### config.mk
export PLATFORM = sky130hd
export DESIGN_NAME = nlog_front
export DESIGN_NICKNAME = d
export VERILOG_FILES = /design/src/hw/rtl/nlog_pkg.sv /design/src/hw/rtl/nlog_front.sv
export SDC_FILE = /design/constraint.sdc
export NUM_CORES = 1
export LEC_CHECK = 0
export CAP_MARGIN = 20
export CELL_PAD_IN_SITES_DETAIL_PLACEMENT = 1
export CELL_PAD_IN_SITES_GLOBAL_PLACEMENT = 1
export CORE_UTILIZATION = 44
export CTS_CLUSTER_SIZE = 28
export DETAILED_ROUTE_END_ITERATION = 10
export DONT_BUFFER_PORTS = 1
export GPL_TIMING_DRIVEN = 0
export PLACE_DENSITY_LB_ADDON = 0.1
export SLEW_MARGIN = 20
export SYNTH_ARGS = -nofsm -noshare
export SYNTH_HDL_FRONTEND = slang
export SYNTH_SLANG_ARGS = --single-unit
### constraint.sdc
create_clock -name clk_i -period 4.8 [get_ports clk_i]
set_input_delay 0.96 -clock clk_i [delete_from_list [all_inputs] [get_ports clk_i]]
set_output_delay 0.96 -clock clk_i [all_outputs]
set_load 0.01 [all_outputs]
### src/hw/rtl/nlog_pkg.sv
// shared types, constants and functions for the atanh-series logarithm
// no dependencies
package nlog_pkg;

  localparam int unsigned TermsDef = 4;
  localparam int unsigned TermsMax = 16;

  // status codes
  localparam logic [1:0] StFinite = 2'd0;
  localparam logic [1:0] StNan    = 2'd1;
  localparam logic [1:0] StNegInf = 2'd2;
  localparam logic [1:0] StPosInf = 2'd3;

  localparam logic [47:0] Ln2Q48 = 48'hB17217F7D1CF;

  // sideband that travels beside the arithmetic
  typedef struct packed {
    logic [1:0]        status;
    logic signed [9:0] expo;
  } side_t;

  // reciprocal 1/(2i+1) in Q1.30, floor
  function automatic logic [30:0] recip_q30(input logic [4:0] idx);
    logic [31:0] r;
    begin
      r = 32'd0;
      case (idx)
        5'd0:  r = 32'd1073741824;
        5'd1:  r = 32'd357913941;
        5'd2:  r = 32'd214748364;
        5'd3:  r = 32'd153391689;
        5'd4:  r = 32'd119304647;
        5'd5:  r = 32'd97612893;
        5'd6:  r = 32'd82595524;
        5'd7:  r = 32'd71582788;
        5'd8:  r = 32'd63161283;
        5'd9:  r = 32'd56512727;
        5'd10: r = 32'd51130563;
        5'd11: r = 32'd46684427;
        5'd12: r = 32'd42949672;
        5'd13: r = 32'd39768215;
        5'd14: r = 32'd37025580;
        5'd15: r = 32'd34636833;
        5'd16: r = 32'd32537631;
        default: r = 32'd0;
      endcase
      return r[30:0];
    end
  endfunction

endpackage

### src/hw/rtl/nlog_front.sv
// input decode: special cases and subnormal normalisation
// depends on nlog_pkg
module nlog_front (
  input  logic             clk_i,
  input  logic             rst_ni,
  input  logic             en_i,
  input  logic             vld_i,
  input  logic [31:0]      x_bits_i,
  output logic             vld_o,
  output logic [22:0]      num_o,
  output logic [24:0]      den_o,
  output nlog_pkg::side_t  side_o
);
  import nlog_pkg::*;

  logic        sgn;
  logic [7:0]  ex;
  logic [22:0] fr;
  logic [4:0]  lz;
  logic [1:0]  st;
  logic        found;

  assign sgn = x_bits_i[31];
  assign ex  = x_bits_i[30:23];
  assign fr  = x_bits_i[22:0];

  // leading-zero count of the fraction
  always_comb begin
    lz = 5'd0;
    found = 1'b0;
    for (int b = 22; b >= 0; b--) begin
      if (fr[b] && !found) begin
        lz = 5'(22 - b);
        found = 1'b1;
      end
    end
  end

  always_comb begin
    if (ex == 8'hFF && fr != '0)     st = StNan;
    else if (ex == 8'd0 && fr == '0) st = StNegInf;
    else if (sgn)                    st = StNan;
    else if (ex == 8'hFF)            st = StPosInf;
    else                             st = StFinite;
  end

  // stage register 1: raw fields
  logic        vld_q;
  logic [7:0]  ex_q;
  logic [22:0] fr_q;
  logic [4:0]  lz_q;
  logic [1:0]  st_q;

  always_ff @(posedge clk_i or negedge rst_ni) begin
    if (!rst_ni) begin
      vld_q <= 1'b0;
    end else if (en_i) begin
      vld_q <= vld_i;
    end
  end

  always_ff @(posedge clk_i) begin
    if (en_i) begin
      ex_q <= ex;
      fr_q <= fr;
      lz_q <= lz;
      st_q <= st;
    end
  end

  // normalise subnormals with a shift by the count
  logic [23:0]       sig;
  logic signed [9:0] e_d;
  logic [23:0]       shf;

  assign shf = {1'b0, fr_q} << (lz_q + 5'd1);
  always_comb begin
    if (ex_q == 8'd0) begin
      sig = shf;
      e_d = -10'sd127 - $signed({5'd0, lz_q});
    end else begin
      sig = {1'b1, fr_q};
      e_d = $signed({2'd0, ex_q}) - 10'sd127;
    end
  end

  // stage register 2: operands of the divider
  logic        vld2_q;
  logic [22:0] num_q;
  logic [24:0] den_q;
  side_t       side_q;

  always_ff @(posedge clk_i or negedge rst_ni) begin
    if (!rst_ni) begin
      vld2_q <= 1'b0;
    end else if (en_i) begin
      vld2_q <= vld_q;
    end
  end

  always_ff @(posedge clk_i) begin
    if (en_i) begin
      num_q         <= sig[22:0];
      den_q         <= {1'b0, sig} + 25'h800000;
      side_q.status <= st_q;
      side_q.expo   <= e_d;
    end
  end

  assign vld_o  = vld2_q;
  assign num_o  = num_q;
  assign den_o  = den_q;
  assign side_o = side_q;

endmodule

==> out/metrics.yaml <==
wl_per_cell_um: 23.15
status: "finished clean"
max_freq_mhz: 379.4
post_cts_buffers: 0
cts_tree: "yes"
post-route-drc-count: 0
power.leakage_nw: 1.743
start_util_pct: 45.67
synth_cells: 368
gr-usage-all-layers_pct: 23.98
viasPerCell: 6.213
power_w: 0.001665
ys.flop_type: "edfxtp_1"
clock-sinks: 76
layout_commonest_cell: "edfxtp_1"
hpwl_um: 9093
ys_top_cells_by_area: "edfxtp_1 (50%), mux4_2 (6.5%), buf_4 (4.2%)"
worst_pin_slew_ns: 0.7257
finalSetupViolCount: 0
ant_nets: 0
avgSynthCellArea_um2: 12.19
placed_cells: 501
slew_viol_final: 0
clock_latency_ns: 0.36
fin_cells: 517
cp-start-kind: "flop"
syn_nets: 409
min_path_type: "primary input to async pin"
layout_common_cells: "edfxtp_1 (74), nand2_1 (38), buf_4 (25)"
grt_pass1_vias: 3247
cts-root-buf: "clkbuf_8"
synth_edf_count: 74
p_clk_share_pct: 28.6
wirelength_um: 11970
power.density_nw_per_um2: 343.8
finClkSkew_ns: 0.004573
antenna_found_initial: 0
maxSlewHeadroom_pct: 51.36
path_class: "flop to flop"
max-cap-violations: 0
htreeDepth: 3
cp-end-kind: "flop"
tns_ns: 0
crit_fanout: 8
power_switching_w: 0.0004853
cts_resized: 0
clkSlewWorstSetupHoldPaths_ns: 0.08
p_seq_share_pct: 50.9
clock_path_buffers: 2
grt_start_max_net_pins: 77
core_area_um2: 9819
min_period_over_period_pct: 54.91
io_pins: 97
die_h_um: 103.0
area_growth_pct: 8.008
synth_top_area_cell: "edfxtp_1"
die_x_um: 103.0
diodes: 0
ys_seq_area_share_pct: 50.67
drtPass1Iterations: 5
p_int_w: 0.001180
grt-ovfl-total: 0
rows: 36
irDropWorstVdd_v: 0.0001800
io_buffers: 0
final_layout_size_suffix_gt1_share_pct: 20.57
final_hold_viol_count: 0
nets: 420
synth_async_sr_flop_share_pct: 2.632
rsz0062_at_grt: "no"
die_area_um2: 10600
yosys_warnings: 0
yosys.cell_types.count: 59
grt_pass1_wl_um: 17970
synth_seq_cells: 76
vias: 3212
swShare_pct: 29.15
fin_crit_ns: 2.636
drt_iter0_drc: 220
synthesis.area_um2: 4484
hold_buffers: 0
gp_congestion: 0.9157
combPwrFrac_pct: 20.5
cts_buffers: 9
worstPathArrival_ns: 2.75
cp.required_ns: 4.91
r2r_cells: 7
yosysTopAreaCellShare_pct: 49.55
[cells in the mapped netlist, types with 3 or more instances]
cell type and number:
o21ai_0 15, inv_1 8, a31oi_1 3, nor2b_1 3, a22oi_1 15, mux4_1 6, xnor2_1 3, nand2_1 38
o31ai_1 5, mux2i_1 7, o21bai_1 3, a21oi_1 18, buf_4 25, nand4_1 4, clkbuf_1 4, a211o_1 5
o22ai_1 4, nor2_1 21, buf_2 7, mux2_2 5, nor3_1 8, nor4_1 10, edfxtp_1 74, mux4_2 13
nand3_1 6, xor2_1 6, ha_1 5
[registers in the layout (all words and copies together) (netlist names)]
register	flops
ex_q	8
num_o	22
side_o	11
den_o	3
fr_q	23
lz_q	5
st_q	2
vld_o	1
vld_q	1
[power by group through the flow]
stage               Combinational [W]  Sequential (W)  Clock [W]
finish                       0.000342        0.000847   0.000476
global route                 0.000364        0.000854   0.000515
CTS                          0.000336        0.000846   0.000487
detailed placement           0.000334        0.000861          0
global placement             0.000335        0.000858          0
floorplan                    0.000259        0.000842          0
[final timing paths]
path                            startpoint          to  slack (ns)
min in group clk_i                 st_q[0]  side_o[10]        0.42
worst max-delay path               lz_q[0]   num_o[14]        2.16
worst min register to register     st_q[0]  side_o[10]        0.42
max in group asynchronous           rst_ni       vld_q        4.45
worst min-delay path                rst_ni       vld_o        0.28
worst max register to register     lz_q[0]   num_o[14]        2.16
[routing by layer]
metal  part of all wire [%]  global-route usage, %  vias to the layer above
met4                    2.5                  10.73                        0
met5                      0                      0                        -
met2                     45                  36.62                      162
met3                    7.3                  4.407                       23
met1                     45                  33.39                     1569
li1                       -                      -                     1458
[cells by family (layout without fill, tap and decap cells)]
logic type / after synthesis / in the layout / share of synthesized area, %
fa+ha+maj: 5 / 5 / 1.395
compound gates: 95 / 95 / 14.79
buf+inv: 48 / 64 / 7.003
xor+xnor: 10 / 10 / 2.121
mux: 31 / 31 / 12.86
flops: 76 / 76 / 50.67
simple gates: 103 / 103 / 11.16
[area by class of cell]
class                   instances  area, um^2
plain buffers                  39       280.3
clock buffers                  10       127.6
clock inverters                 6       65.06
fillers                      1057        4976
inverters                       9       33.78
multi-input cells             244        1898
flip-flops and latches         76        2272
well taps                     133       166.4
[through the flow]
stage / util (%) / setup slack (ns) / cell area [um^2] / hold slack [ns]
after floorplan: - / 2.422 / 4484 / 0.4003
after global placement: 47.36 / 2.076 / 4651 / 0.4021
after detailed placement: 47.36 / 2.070 / 4651 / 0.4057
after CTS: 49.32 / 2.156 / 4843 / 0.2664
after global routing: 49.32 / 2.045 / 4843 / 0.2574
final: 49.32 / 2.164 / 4843 / 0.2808
[worst max-delay path: stages, from the launching register on]
cell and delay, ns:
edfxtp_1 0.51, ha_1 0.35, buf_6 0.15, mux2_2 0.34
a22oi_1 0.45, a21o_1 0.28, a21oi_1 0.09, a22o_1 0.22
No activity file was read; power rests on OpenSTA's default activity.
