File: config.mk
export PLATFORM = sky130hd
export DESIGN_NAME = nlog_div
export DESIGN_NICKNAME = d
export VERILOG_FILES = /design/src/hw/rtl/nlog_pkg.sv /design/src/hw/rtl/nlog_div.sv
export SDC_FILE = /design/constraint.sdc
export NUM_CORES = 2
export LEC_CHECK = 0
export BUFFER_PORTS_ARGS = -buffer_cell sky130_fd_sc_hd__clkbuf_2
export CORE_ASPECT_RATIO = 2
export CORE_MARGIN = 2
export CORE_UTILIZATION = 55
export CTS_BUF_LIST = sky130_fd_sc_hd__clkbuf_8 sky130_fd_sc_hd__clkbuf_16
export DETAILED_ROUTE_END_ITERATION = 12
export GPL_TIMING_DRIVEN = 0
export MAX_ROUTING_LAYER = met4
export PLACE_DENSITY = 0.71
export REMOVE_ABC_BUFFERS = 1
export SLEW_MARGIN = 20
export SYNTH_ARGS = -nofsm -noshare
export SYNTH_HDL_FRONTEND = slang
export SYNTH_SLANG_ARGS = --single-unit
File: constraint.sdc
create_clock -name clk_i -period 4.3 [get_ports clk_i]
set_clock_uncertainty 0.1 [all_clocks]
set_input_delay 1.075 -clock clk_i [delete_from_list [all_inputs] [get_ports clk_i]]
set_output_delay 1.075 -clock clk_i [all_outputs]
set_load 0.02 [all_outputs]
File: src/hw/rtl/nlog_pkg.sv
// shared types, constants and functions for the atanh-series logarithm
// no dependencies
package nlog_pkg;

  localparam int unsigned TermsDef = 4;
  localparam int unsigned TermsMax = 16;

  // status codes
  localparam logic [1:0] StFinite = 2'd0;
  localparam logic [1:0] StNan    = 2'd1;
  localparam logic [1:0] StNegInf = 2'd2;
  localparam logic [1:0] StPosInf = 2'd3;

  localparam logic [47:0] Ln2Q48 = 48'hB17217F7D1CF;

  // sideband that travels beside the arithmetic
  typedef struct packed {
    logic [1:0]        status;
    logic signed [9:0] expo;
  } side_t;

  // reciprocal 1/(2i+1) in Q1.30, floor
  function automatic logic [30:0] recip_q30(input logic [4:0] idx);
    logic [31:0] r;
    begin
      r = 32'd0;
      case (idx)
        5'd0:  r = 32'd1073741824;
        5'd1:  r = 32'd357913941;
        5'd2:  r = 32'd214748364;
        5'd3:  r = 32'd153391689;
        5'd4:  r = 32'd119304647;
        5'd5:  r = 32'd97612893;
        5'd6:  r = 32'd82595524;
        5'd7:  r = 32'd71582788;
        5'd8:  r = 32'd63161283;
        5'd9:  r = 32'd56512727;
        5'd10: r = 32'd51130563;
        5'd11: r = 32'd46684427;
        5'd12: r = 32'd42949672;
        5'd13: r = 32'd39768215;
        5'd14: r = 32'd37025580;
        5'd15: r = 32'd34636833;
        5'd16: r = 32'd32537631;
        default: r = 32'd0;
      endcase
      return r[30:0];
    end
  endfunction

endpackage

File: src/hw/rtl/nlog_div.sv
// restoring divider for z = (m-1)*2^30/(m+1), one quotient bit per stage
// depends on nlog_pkg
module nlog_div (
  input  logic                 clk_i,
  input  logic                 rst_ni,
  input  logic                 en_i,
  input  logic                 vld_i,
  input  logic [22:0]          num_i,
  input  logic [24:0]          den_i,
  input  nlog_pkg::side_t      side_i,
  output logic                 vld_o,
  output logic [29:0]          quo_o,
  output nlog_pkg::side_t      side_o
);
  import nlog_pkg::*;

  localparam int unsigned Steps = 30;

  logic [Steps:0]   vld_q;
  logic [25:0]      rem_q  [Steps+1];
  logic [24:0]      den_q  [Steps+1];
  logic [29:0]      quo_q  [Steps+1];
  side_t            side_q [Steps+1];

  // stage 0 takes the operands
  always_comb begin
    rem_q[0]  = {3'd0, num_i};
    den_q[0]  = den_i;
    quo_q[0]  = '0;
    side_q[0] = side_i;
  end
  assign vld_q[0] = vld_i;

  // one shift-subtract per stage
  for (genvar s = 0; s < Steps; s++) begin : g_step
    logic [26:0] sh;
    logic [26:0] diff;
    logic        ge;
    assign sh   = {rem_q[s], 1'b0};
    assign diff = sh - {2'd0, den_q[s]};
    assign ge   = !diff[26];

    always_ff @(posedge clk_i or negedge rst_ni) begin
      if (!rst_ni) begin
        vld_q[s+1] <= 1'b0;
      end else if (en_i) begin
        vld_q[s+1] <= vld_q[s];
      end
    end

    always_ff @(posedge clk_i) begin
      if (en_i) begin
        rem_q[s+1]  <= ge ? diff[25:0] : sh[25:0];
        den_q[s+1]  <= den_q[s];
        quo_q[s+1]  <= {quo_q[s][28:0], ge};
        side_q[s+1] <= side_q[s];
      end
    end
  end

  assign vld_o  = vld_q[Steps];
  assign quo_o  = quo_q[Steps];
  assign side_o = side_q[Steps];

endmodule

==> flow_metrics.py <==
metrics = {
    "run_status": {
        "status": "finished, final reports clean",
    },
    "synth": {
        "synthDominantCellAreaShare": 0.596,
        "synthCells": 8940,
        "netlist_area_mm2": 0.116,
        "avgSynthCellArea_um2": 13.0,
        "synthArstFlopShare": 0.0129,
        "ys_ff_latch": 2334,
        "seq_area_frac_synth": 0.603,
        "synth_ff_type": "edfxtp_1",
        "yosys_warnings": 0,
        "ys_top_cells_by_area": "edfxtp_1, ha_1, mux2_2",
        "synth_edf_count": 2304,
        "synth_top_area_cell": "edfxtp_1",
        "synth_cell_types": 89,
    },
    "power_and_ir_drop": {
        "finalPower_w": 0.104,
        "power-per-cell-area_mw_per_mm2": 808,
        "peakVddDrop_mv": 0.514,
        "power_leakage_nw": 51.3,
    },
    "global_route": {
        "grt_max_degree": 105,
        "grt_usage": 0.246,
        "grt_pass1_vias": 76600,
        "antenna_found_initial": 1,
        "overflow": 0,
        "grt_first_pass_wirelength_mm": 392,
    },
    "detailed_routing": {
        "vias_per_cell": 5.79,
        "vias": 70400,
        "firstDrtPassIters": 6,
        "wire_per_inst_um": 21.2,
        "route.detailed.drc": 0,
        "wl_mm": 258,
        "drtIter0Drc": 3458,
        "ant_nets": 0,
    },
    "critical_path": {
        "crit_required_ns": 4.81,
        "critPathMaxFanout": 7,
        "critPathLaunchType": "flop",
        "r2r_slack_ns": 0.02,
        "cp-end-kind": "flop",
        "path_class": "flop to flop",
        "crit_arrival_ns": 4.80,
        "setup.worst_path.start": "den_q[275]$_DFFE_PP_",
        "r2r-start": "den_q[275]$_DFFE_PP_",
    },
    "floorplanning": {
        "die_area_mm2": 0.215,
        "die_y_um": 654,
        "fp.dieW_um": 329,
        "initial_core_util": 0.553,
        "core_area_mm2": 0.210,
        "ioPinCount": 107,
        "fp-row-count": 238,
    },
    "place": {
        "placed_cells": 11700,
        "placed_area_mm2": 0.121,
        "io_buffers": 106,
        "routabilityCongestion": 0.940,
        "hpwl_mm": 190,
    },
    "finish": {
        "fin_cells": 12200,
        "nets": 10000,
        "area_growth_pct": 11.3,
        "drive_gt1_frac": 0.134,
        "final_area_mm2": 0.129,
    },
    "clock_network": {
        "htree_levels": 4,
        "clk_pin_slew_ns": 0.07,
        "clk_latency_ns": 0.87,
        "numClockSinks": 2334,
        "clk_path_buf_depth": 4,
        "cts_buffers": 210,
        "cts_root_buf": "clkbuf_16",
        "cts_hold_buf": 0,
        "cts_tree": "built",
    },
    "timing": {
        "max_freq_mhz": 233,
        "period_minus_slack_ns": 4.28,
        "timing.slew.headroom": 0.144,
        "tightestPinTransition_ns": 1.27,
        "final_hold_viol_count": 0,
        "setup_viol": 0,
        "min_period_over_period": 0.996,
        "final_max_slew_viol_count": 0,
        "fin_setup_tns_ns": 0,
        "rsz0062_at_grt": "no",
    },
    "flow_run": {
        "cap_violations": 0,
    },
    "worst_hold_path": {
        "hold_path.class": "input port to async pin",
    },
}
## layout by cell type (no fill, tap or decap), types with 25 or more instances in the layout
cell          n
a211oi_1     72
clkbuf_16   215
mux2_2      504
o31ai_1      60
o21bai_1     80
clkinv_2     36
a211o_1      28
nor3_1       79
o31a_1       26
a31oi_1      47
xor2_1      196
buf_16       41
clkbuf_2    105
a21o_1      252
mux2i_1      35
xnor2_1     410
ha_1        719
nand2_1     519
nand4_1      67
o21ai_0     400
nand2b_1     96
nand3_1      96
nor2b_1     114
o211ai_1     56
edfxtp_1   2304
and3_1       41
a21oi_1     530
fa_1         29
o21a_1      126
clkinv_1     50
dfrtp_1      30
nor2_1      428
or2_2        25
buf_6        25
buf_4        73
inv_1       944
and2_1       45
or3_1        41
## logic make-up after synthesis
| kind of cell | share of synthesized area |
|---|---|
| other cells | 0.0000323 |
| compound gates | 0.109 |
| xor+xnor | 0.0482 |
| mux | 0.0545 |
| buf+inv | 0.0376 |
| simple gates | 0.0655 |
| flops | 0.603 |
| fa+ha+maj | 0.0825 |
## per-layer routing
metal	track usage	part of all wire	up-vias
met1	0.156	0.26	34400
met4	0.219	0.10	0
li1	-	-	33500
met3	0.0251	0.023	1061
met5	-	0	-
met2	0.521	0.62	1524
## metrics by stage
stage	util	worst slack, ns	hold slack (ns)
2_1_floorplan	-	-0.392	0.300
3_3_place_gp	0.567	-42.73	0.300
3_5_place_dp	0.576	-1.06	0.305
4_1_cts	0.613	0.0000631	0.144
5_1_grt	0.615	0.000110	0.197
6_report	0.615	0.0171	0.167
## cells in the mapped netlist (56+ instances only)
cell type / count
nand2_1: 519
nand4_1: 67
nor3_1: 81
clkbuf_1: 96
o31ai_1: 64
o21ai_0: 412
o21a_1: 126
a21oi_1: 536
nand3_1: 97
mux2_2: 504
o211ai_1: 56
o21bai_1: 81
nor2_1: 428
xnor2_1: 422
edfxtp_1: 2304
nand2b_1: 96
a211oi_1: 90
a21o_1: 252
nor2b_1: 114
inv_1: 904
ha_1: 719
xor2_1: 204
## layout make-up
type                    instances  area, µm²
fillers                     15600      80700
flip-flops and latches       2334      69900
repair buffers                268       2950
clock buffers                 216       5390
inverters                     904       3390
diodes                          1       2.50
clock inverters               159       1200
well taps                    2760       3450
multi-input cells            5517      42900
## what timing repair did
| item | CTS | global route |
|---|---|---|
| cloned | 3 | 0 |
| setup endpoints to repair | 674 | 277 |
| gates resized for setup | 91 | 34 |
| endpoints found under the hold margin | 0 | 0 |
| buffers inserted | 77 | 17 |
| pin swaps | 34 | 15 |
## state kept, by name, summed over array words and instances, names as in the netlist
name / cells
side_o: 12
den_q: 725
vld_o: 1
vld_q: 29
side_q: 348
quo_o: 30
g_step.sh: 754
quo_q: 435
## where the power goes
group	internal, W	switching [W]	total [W]
combinational	0.0230	0.0274	0.0503
sequential	0.0331	0.00254	0.0356
clock	0.0102	0.00825	0.0184
total	0.0662	0.0381	0.104
## critical path: stages (launching register included)
cell and delay (ns):
edfxtp_1 0.45, fa_1 0.48, nor2b_1 0.21, o211ai_1 0.16, a31o_2 0.30, a211o_1 0.44, o21ai_2 0.41, a21o_1 0.28
nor4_4 0.11, and4bb_2 0.67, mux2_2 0.40
## final timing paths
path | endpoint | depth (start not counted)
setup / recovery | g_step[20].sh[22]$_DFFE_PP_ | 10
hold / removal | vld_q[1]$_DFFE_PN0P_ | 1
max in group asynchronous | vld_q[26]$_DFFE_PN0P_ | 1
min in group clk_i | side_q[196]$_DFFE_PP_ | 0
hold reg to reg | side_q[196]$_DFFE_PP_ | 0
setup reg to reg | g_step[20].sh[22]$_DFFE_PP_ | 10
No activity file was read; power rests on OpenSTA's default activity.
